--- src/sv/vt4_pkg.sv ---
// Package with the shared widths, register codes and pipeline types of the vertex transform.
package vt4_pkg;

	// Vector and matrix element width, and the growth of the products and sums.
	localparam int DATA_W   = 32;
	localparam int PROD_W   = 2 * DATA_W;
	localparam int PAIR_W   = PROD_W + 1;
	localparam int SUM_W    = PROD_W + 2;
	localparam int NUM_ROWS = 4;
	localparam int NUM_COLS = 4;

	// Configuration port geometry.
	localparam int NUM_REGS   = 8;
	localparam int CFG_IDX_W  = 8;
	localparam int CFG_DATA_W = 64;
	localparam int REG_SEL_W  = $clog2(NUM_REGS);

	// Register indexes that hold a diagonal element at reset.
	localparam logic [REG_SEL_W-1:0] REG_ROW0_COLS01 = REG_SEL_W'(0);
	localparam logic [REG_SEL_W-1:0] REG_ROW1_COLS01 = REG_SEL_W'(2);
	localparam logic [REG_SEL_W-1:0] REG_ROW2_COLS23 = REG_SEL_W'(5);
	localparam logic [REG_SEL_W-1:0] REG_ROW3_COLS23 = REG_SEL_W'(7);

	// Clamp values of a result component.
	localparam logic [DATA_W-1:0] SAT_MAX = {1'b0, {(DATA_W-1){1'b1}}};
	localparam logic [DATA_W-1:0] SAT_MIN = {1'b1, {(DATA_W-1){1'b0}}};

	typedef logic signed [DATA_W-1:0] elem_t;
	typedef logic signed [SUM_W-1:0]  sum_t;

	// Load enables of the lane pipeline stages.
	typedef struct packed {
		logic s1;
		logic s2;
		logic s3;
	} pipe_en_t;

endpackage

--- src/sv/vt4_if.sv ---


interface vt4_res_if;
	import vt4_pkg::*;
	logic  valid;
	logic  ready;
	elem_t out_x;
	elem_t out_y;
	elem_t out_z;
	elem_t out_w;
	logic  saturated;
	modport source (output valid, output out_x, output out_y, output out_z, output out_w,
		output saturated, input ready);
	modport sink (input valid, input out_x, input out_y, input out_z, input out_w,
		input saturated, output ready);
endinterface


--- src/sv/vt4_merge.sv ---
// Merge stage: scales and clamps the four row sums, folds the clamp flags, holds the result.
module vt4_merge import vt4_pkg::*; #(
	parameter int FRAC_BITS = 16
) (
	input  logic             clk,
	input  logic             arst_n,
	input  logic             valid_s3,
	input  sum_t             sum_s3 [NUM_ROWS],
	output logic             load_rdy,
	vt4_res_if.source        res
);

	logic        valid_q;
	elem_t       comp [NUM_ROWS];
	logic [NUM_ROWS-1:0] clamp;
	elem_t       out_q [NUM_ROWS];
	logic        sat_q;

	// The output register takes a new item when it is empty or being emptied.
	assign load_rdy = !valid_q || res.ready;

	// Arithmetic shift floors the sum; anything outside 32 bits is clamped.
	always_comb begin
		sum_t                      shifted;
		logic [SUM_W-DATA_W:0]     upper;
		for (int r = 0; r < NUM_ROWS; r++) begin
			shifted = sum_s3[r] >>> FRAC_BITS;
			upper   = shifted[SUM_W-1:DATA_W-1];
			if ((&upper) || !(|upper)) begin
				comp[r]  = shifted[DATA_W-1:0];
				clamp[r] = 1'b0;
			end else begin
				comp[r]  = shifted[SUM_W-1] ? SAT_MIN : SAT_MAX;
				clamp[r] = 1'b1;
			end
		end
	end

	// Result valid flag.
	always_ff @(posedge clk or negedge arst_n) begin
		if (!arst_n) begin
			valid_q <= 1'b0;
		end else if (load_rdy) begin
			valid_q <= valid_s3;
		end
	end

	// Result payload.
	always_ff @(posedge clk) begin
		if (load_rdy) begin
			for (int r = 0; r < NUM_ROWS; r++) begin
				out_q[r] <= comp[r];
			end
			sat_q <= |clamp;
		end
	end

	assign res.valid     = valid_q;
	assign res.out_x     = out_q[0];
	assign res.out_y     = out_q[1];
	assign res.out_z     = out_q[2];
	assign res.out_w     = out_q[3];
	assign res.saturated = sat_q;

endmodule

--- src/flat_wrapper.sv ---
// flat-port wrapper written by rule: the top's interface ports become plain ports
module vt4_merge_flat import vt4_pkg::*;
#(
	parameter int FRAC_BITS = 16
)
  (clk, arst_n, valid_s3, sum_s3, load_rdy, res_valid, res_out_x, res_out_y, res_out_z, res_out_w, res_saturated, res_ready);
  vt4_res_if res_i ();
  input  logic clk;
  input  logic arst_n;
  input  logic valid_s3;
  input  sum_t sum_s3[NUM_ROWS];
  output logic load_rdy;
  output wire logic [$bits(res_i.valid)-1:0] res_valid;
  output wire logic [$bits(res_i.out_x)-1:0] res_out_x;
  output wire logic [$bits(res_i.out_y)-1:0] res_out_y;
  output wire logic [$bits(res_i.out_z)-1:0] res_out_z;
  output wire logic [$bits(res_i.out_w)-1:0] res_out_w;
  output wire logic [$bits(res_i.saturated)-1:0] res_saturated;
  input wire logic [$bits(res_i.ready)-1:0] res_ready;
  assign res_valid = res_i.valid;
  assign res_out_x = res_i.out_x;
  assign res_out_y = res_i.out_y;
  assign res_out_z = res_i.out_z;
  assign res_out_w = res_i.out_w;
  assign res_saturated = res_i.saturated;
  assign res_i.ready = res_ready;
  vt4_merge #(.FRAC_BITS(FRAC_BITS)) u_core (.clk(clk), .arst_n(arst_n), .valid_s3(valid_s3), .sum_s3(sum_s3), .load_rdy(load_rdy), .res(res_i));
endmodule
--- config.mk ---
export PLATFORM = sky130hd
export DESIGN_NAME = vt4_merge_flat
export DESIGN_NICKNAME = d
export VERILOG_FILES = /design/src/sv/vt4_pkg.sv /design/src/sv/vt4_if.sv /design/src/sv/vt4_merge.sv /design/src/flat_wrapper.sv
export SDC_FILE = /design/constraint.sdc
export NUM_CORES = 1
export LEC_CHECK = 0
export BUFFER_PORTS_ARGS = -buffer_cell sky130_fd_sc_hd__buf_2
export CAP_MARGIN = 15
export CORE_AREA = 2 2 157 159
export CTS_CLUSTER_DIAMETER = 30
export DETAILED_ROUTE_END_ITERATION = 10
export DIE_AREA = 0 0 159 161
export GPL_TIMING_DRIVEN = 0
export PLACE_DENSITY = 0.54
export SYNTH_ARGS = -nofsm -noshare
export SYNTH_HDL_FRONTEND = slang
export SYNTH_SLANG_ARGS = --single-unit
--- constraint.sdc ---
create_clock -name clk -period 9.25 [get_ports clk]
set_input_delay 2.775 -clock clk [delete_from_list [all_inputs] [get_ports clk]]
set_output_delay 2.775 -clock clk [all_outputs]
set_load 0.005 [all_outputs]
# After elaboration in Yosys (flattened, before gate mapping)
# Memory sizes are Yosys's and may differ from the RTL's.
# Index checks and enable logic that the tools add are counted.
# W data, S select, Z words.
dict set report totals {
  register_bits 2
  ram_bits 128
  in_bits 268
  output_inout_bits 131
  elab_cells 36
  memories 1
}
# name words width read_ports rd_ports_with_merged_regs write_ports line_no
set memory_table {}
lappend memory_table {u_core.out_q 4 32 4 0 4 vt4_merge.sv:16} ;# elem_t out_q [NUM_ROWS];
dict set report classes {
  n_mux 14
  n_reduce_logical 19
}
# operator n
set op_table {}
lappend op_table {{$mux W32} 8}
lappend op_table {{$reduce_and A19 Y1} 4}
lappend op_table {{$reduce_or A19 Y1} 4}
lappend op_table {{$mux W1} 6}
lappend op_table {{$logic_not A1 Y1} 5}
lappend op_table {{$logic_or A1 B1 Y1} 5}
lappend op_table {{$reduce_or A4 Y1} 1}

# Depth between registers and ports, before layout
# Gate-level depths: netlist of run 1.
dict set report logic_depth {
  ltp_word 5
  ltp_mapped 6
}

# Least setup slack after synthesis of run 1
# No wires, ideal clock.
dict set report synth_path {
  path_type {input -> output}
  start {input res_ready}
  end {output load_rdy}
  t_arrival_ns 5.942
  required_ns 6.475
  setup_slack_ns 0.533
  cell_stages 1
  n_path_buf 0
  cell_sequence {nand2b_1}
}
dict set report synth_via {
  elab_chain_len 1
}
# item line_no
set synth_rtl {}
lappend synth_rtl {{from (decl)} flat_wrapper.sv:19} ;# input wire logic [$bits(res_i.ready)-1:0] res_ready;
lappend synth_rtl {{$logic_or A1 B1 Y1} vt4_merge.sv:20} ;# assign load_rdy = !valid_q || res.ready;
lappend synth_rtl {{to (decl)} flat_wrapper.sv:12} ;# output logic load_rdy;
# No other way between the ends.

# Worst setup path after layout of run 1
# Same ends and word-level chain as after synthesis.

==> results.json, run 1 <==
{
  "syn_nets": 613,
  "cap_viol_max_count": 0,
  "synth_top_cell_by_area": "edfxtp_1",
  "drtIter0Drc": 207,
  "port_buffers": 334,
  "crit_slowest_cell": "nand2b_4",
  "clk_pin_slew_ns": 0.06,
  "dpl.hpwl_mm": 12.0,
  "overflow": 0,
  "reg2reg_to": "u_core.out_q[3][28]$_DFFE_PP_",
  "cts_tree": "done",
  "cp_common_cell": "buf_2",
  "drive_gt1_frac": 0.682,
  "fillers": 2452,
  "die_w_um": 159,
  "worstMarginPinSlew_ns": 0.569,
  "synth.area.top_cells": "edfxtp_1, a21o_2, a21o_1",
  "htree_num_levels": 4,
  "drc": 0,
  "yosys.area.top_type_share": 0.686,
  "dieArea_um2": 25600,
  "slew_headroom": 0.621,
  "syn-instance-count": 345,
  "synth.distinct_cells": 18,
  "hold_path.class": "reg -> reg",
  "drtAntennaViolNets": 0,
  "ys_ff_latch": 130,
  "grt_pass1_vias": 4491,
  "synth_edf_count": 129,
  "finalSetupViolations": 0,
  "critPathKind": "in -> out",
  "crit_chain": "buf_2, nand2b_4, buf_2",
  "die_h_um": 161,
  "wl_mm": 16.0,
  "synth_most_common_cell": "edfxtp_1",
  "hp-start": "u_core.res.valid$_DFFE_PN0P_",
  "grt_pass1_wl_mm": 24.7,
  "yosys-top-cells-count": "edfxtp_1, a21o_2, a21o_1, nand4_1, buf_6",
  "final_nets": 968,
  "fp-row-count": 57,
  "worstReg2RegStart": "u_core.res.valid$_DFFE_PN0P_",
  "antenna_found_initial": 4,
  "status": "finished, final reports clean",
  "syn2layout_area_growth_pct": 48.4,
  "skew_ns": 0.0105,
  "end_kind": "output pin",
  "ys_seq_area_frac": 0.690,
  "initial_core_util": 0.236,
  "setup-tns-final_ns": 0,
  "async_flop_share": 0.00769,
  "place.gp.congestion": 0.720,
  "finalCriticalPeriod_ns": 6.35,
  "cts_root_buf": "clkbuf_16",
  "peakVddDrop_mv": 0.0955,
  "powerDensity_nw_per_um2": 185,
  "cp_slowest_stage_delay_ns": 0.46,
  "crit_path_end": "load_rdy",
  "hold-worst-slack_ns": 0.979,
  "cts_buffer_depth": 2,
  "reg2reg_slack_ns": 7.72,
  "vias": 4349,
  "first_pass_iters": 4,
  "grt_start_max_net_pins": 53,
  "num_io_pins": 399,
  "routed_via_density": 4.19,
  "total_power_mw": 1.55,
  "fmax_mhz": 158,
  "avgSynthCellArea_um2": 16.4,
  "rsz0062_at_grt": "false",
  "final_core_util": 0.350,
  "synth_flop_cell": "edfxtp_1",
  "clock-sinks": 130,
  "insertion_delay_ns": 0.41,
  "critPathArrivalTime_ns": 3.57,
  "cts_setup_buffers": 0,
  "cts_resized": 0,
  "path_max_fanout": 34,
  "hold_violations": 0,
  "start_kind": "input pin",
  "coreArea_um2": 24000,
  "critPathLaunch": "res_ready",
  "fin_crit_sh": 0.686,
  "cts_buffers": 17,
  "synth_area_um2": 5650,
  "required_ns": 6.48,
  "slew_viol_final": 0,
  "hold_buffers": 0,
  "leakagePower_nw": 3.95,
  "routedWlPerCell_um": 15.4,
  "grtUsageTotal": 0.124,
  "r2r_cells": 2,
  "yosysWarningCount": 0
}
-- area by class of cell --
class	instances	area [um2]	share of cell area
antenna	2	5.00	0.000597
buffer	28	274	0.0327
clock buffer	17	425	0.0507
clock inverter	15	166	0.0198
multi-input combinational	187	1480	0.177
sequential	130	3900	0.465
tap	324	405	0.0484
timing repair buffer	336	1730	0.206
-- state kept, by name (all words and copies together) (netlist names) --
register,cells
u_core.res.saturated,1
u_core.res.valid,1
u_core.out_q,128
-- how the worst min path moves through the flow --
| stage | end | slack, ns | cells past startpoint |
|---|---|---|---|
| 3_5_place_dp | u_core.out_q[0][21]$_DFFE_PP_ | 1.02 | 1 |
| 5_1_grt | u_core.out_q[0][21]$_DFFE_PP_ | 1.08 | 1 |
| 2_1_floorplan | u_core.res.valid$_DFFE_PN0P_ | 2.48 | 0 |
| 3_3_place_gp | u_core.res.valid$_DFFE_PN0P_ | 2.55 | 1 |
| 4_1_cts | u_core.out_q[0][21]$_DFFE_PP_ | 1.01 | 1 |
| 6_report | u_core.out_q[0][21]$_DFFE_PP_ | 0.98 | 1 |
-- worst max-delay path, delay by kind of cell --
family        cells  cell delay [ns]
simple gates      1             0.46
buf+inv           2             0.30
-- layer usage --
metal | global-route usage | up-vias | routed length (um)
met4 | 0.0488 | 4 | 299
met1 | 0.147 | 2022 | 6770
li1 | - | 2109 | -
met3 | 0.0544 | 17 | 1370
met5 | 0 | - | 27
met2 | 0.200 | 197 | 7570
-- per-stage QoR --
| stage | area, um2 | std cells | setup slack [ns] |
|---|---|---|---|
| global placement | 7720 | 1003 | -1.83 |
| finish | 8380 | 1039 | 2.90 |
| detailed placement | 7790 | 1005 | 2.87 |
| CTS | 8380 | 1037 | 2.88 |
| global route | 8380 | 1037 | 2.84 |
| floorplan | 5650 | 345 | 0.533 |
-- cell usage in the layout (no fill, tap or decap) --
cell,instances
dfrtp_1,1
buf_4,3
diode_2,2
buf_6,18
buf_16,2
dlygate4sd3_1,3
nor4_2,4
a31o_2,4
clkinvlp_4,2
nand4_1,21
bufinv_16,3
clkbuf_16,17
buf_2,337
nand2b_4,1
and3_1,4
inv_6,1
a21o_1,39
clkinv_1,3
nand2b_1,1
a311oi_2,3
clkinv_2,3
edfxtp_1,129
clkinv_4,3
nor2_1,8
nor4_1,16
a311oi_1,1
clkbuf_1,1
a21o_2,85
-- where the power goes --
part / switching, mW / internal [mW] / total (mW) / leakage, nW
logic: 0.0749 / 0.0854 / 0.160 / 2.36
clock network: 0.263 / 0.422 / 0.684 / 0.286
registers: 0.00922 / 0.697 / 0.706 / 1.31
total: 0.347 / 1.20 / 1.55 / 3.95
-- cell families after synthesis --
family                 synth area share
AOI/OAI and AO/OA                 0.199
DFF                               0.690
and+or+nand+nor                  0.0618
buffers and inverters            0.0485
No activity file was read; power rests on OpenSTA's default activity.
==> run 2, diff against run 1 <==
==> constraint.sdc (replaced) <==
create_clock -name clk -period 6.4 [get_ports clk]
set_input_delay 1.92 -clock clk [delete_from_list [all_inputs] [get_ports clk]]
set_output_delay 1.92 -clock clk [all_outputs]
set_load 0.005 [all_outputs]
==> run 2 against run 1 <==
Register-to-register slack got worse by 2.7 ns. Hold slack got worse by 0.18 ns. Sequential power grew 44%. Core utilization about the same. Largest cell class unchanged. Largest power group unchanged.
==> results.json, run 2 (synthesis results as in run 1) <==
{
  "drc": 0,
  "peakVddDrop_mv": 0.138,
  "fmax_mhz": 208,
  "dpl-instance-area_um2": 7790,
  "grt_start_max_net_pins": 58,
  "routed_via_density": 4.27,
  "drtIter0Drc": 221,
  "fin_crit_sh": 0.750,
  "place_inst": 1005,
  "r2r_cells": 2,
  "leakagePower_nw": 3.95,
  "cts_root_buf": "clkbuf_16",
  "dieArea_um2": 25600,
  "first_pass_iters": 4,
  "initial_core_util": 0.236,
  "vias": 4433,
  "cts_setup_buffers": 0,
  "hold_path.class": "reg -> reg",
  "grt_pass1_wl_mm": 24.8,
  "critPathArrivalTime_ns": 2.88,
  "cap_viol_max_count": 0,
  "critPathKind": "in -> out",
  "routedWlPerCell_um": 15.7,
  "layout_common_cells": "buf_2, edfxtp_1, a21o_2, a21o_1, nand4_1",
  "slew_viol_final": 0,
  "insertion_delay_ns": 0.42,
  "grt_pass1_vias": 4550,
  "switching_share": 0.225,
  "rsz0062_at_grt": "false",
  "drtAntennaViolNets": 0,
  "regMostFlops": "u_core.out_q",
  "start_kind": "input pin",
  "final_nets": 968,
  "hold_buffers": 0,
  "cts_tree": "done",
  "p_seq_frac": 0.454,
  "end_kind": "output pin",
  "syn2layout_area_growth_pct": 48.5,
  "place.gp.congestion": 0.737,
  "skew_ns": 0.00875,
  "cts_buffers": 17,
  "cts_buffer_depth": 2,
  "finalSetupViolations": 0,
  "dpl.hpwl_mm": 12.2,
  "switching_power_uw": 505,
  "drive_gt1_frac": 0.683,
  "antenna_found_initial": 2,
  "port_buffers": 334,
  "slew_headroom": 0.635,
  "grtUsageTotal": 0.126,
  "intPower_mw": 1.74,
  "p_comb_frac": 0.104,
  "die_h_um": 161,
  "largest_register_ffs": 128,
  "overflow": 0,
  "clock-sinks": 130,
  "status": "finished, final reports clean",
  "wl_mm": 16.3,
  "worstMarginPinSlew_ns": 0.544,
  "cts_resized": 0,
  "fin_cells": 1039,
  "required_ns": 4.48,
  "die_w_um": 159,
  "clk_pin_slew_ns": 0.06,
  "finalCriticalPeriod_ns": 4.80,
  "layout_commonest_cell": "buf_2",
  "hold_violations": 0,
  "fp-row-count": 57,
  "coreArea_um2": 24000,
  "path_max_fanout": 52,
  "num_io_pins": 399,
  "htree_num_levels": 4,
  "final_area_um2": 8390,
  "worstHoldPathCells": 2,
  "powerDensity_nw_per_um2": 268,
  "clkPwrFrac": 0.442
}
## run 2: cell types whose count changed in the layout (fill, tap and decap cells not counted), sizes merged
cell / delta
clkbuf: +1
clkinv: -1
## run 2: layout make-up
type | count | area (um2)
flip-flops and latches | 130 | 3900
multi-input cells | 187 | 1480
well taps | 324 | 405
diodes | 2 | 5.00
repair buffers | 336 | 1730
fillers | 2431 | 15600
clock inverters | 14 | 164
clock buffers | 18 | 429
plain buffers | 28 | 274
## run 2: worst paths after layout
check | from | end | slack, ns
max | res_ready | load_rdy | 1.60
min | u_core.res.valid$_DFFE_PN0P_ | u_core.res.valid$_DFFE_PN0P_ | 0.80
max reg2reg | u_core.res.valid$_DFFE_PN0P_ | u_core.out_q[3][2]$_DFFE_PP_ | 4.98
min reg2reg | u_core.res.valid$_DFFE_PN0P_ | u_core.res.valid$_DFFE_PN0P_ | 0.80
max in group asynchronous | arst_n | u_core.res.valid$_DFFE_PN0P_ | 5.04
min in group asynchronous | arst_n | u_core.res.valid$_DFFE_PN0P_ | 1.27
## run 2: layer usage
layer	GRT usage	part of all wire	vias up
li1	-	-	2100
met1	0.152	0.42	2088
met2	0.201	0.48	219
met3	0.0455	0.083	26
met4	0.0616	0.024	0
met5	0	0	-
## run 2: power by group through the flow
stage / clock network (mW) / registers, mW / logic [mW]
6_report: 0.994 / 1.02 / 0.233
2_1_floorplan: 0 / 1.05 / 0.0713
5_1_grt: 1.07 / 1.03 / 0.256
3_5_place_dp: 0 / 1.04 / 0.236
4_1_cts: 1.04 / 1.02 / 0.237
3_3_place_gp: 0 / 1.04 / 0.228
## run 2: per-stage QoR
| step | setup slack, ns | util | total power [mW] | TNS (ns) | hold WS, ns |
|---|---|---|---|---|---|
| after floorplan | 0.870 | - | 1.12 | 0 | 1.62 |
| after global placement | -0.453 | 0.322 | 1.27 | -0.453 | 1.70 |
| after detailed placement | 1.60 | 0.325 | 1.27 | 0 | 0.808 |
| after CTS | 1.59 | 0.350 | 2.29 | 0 | 0.817 |
| after global routing | 1.53 | 0.350 | 2.35 | 0 | 0.869 |
| final | 1.60 | 0.350 | 2.25 | 0 | 0.799 |
## run 2: worst max-delay path, stage by stage
cell and delay (ns):
buf_2 0.08, nand2b_4 0.35, buf_16 0.29, buf_2 0.17
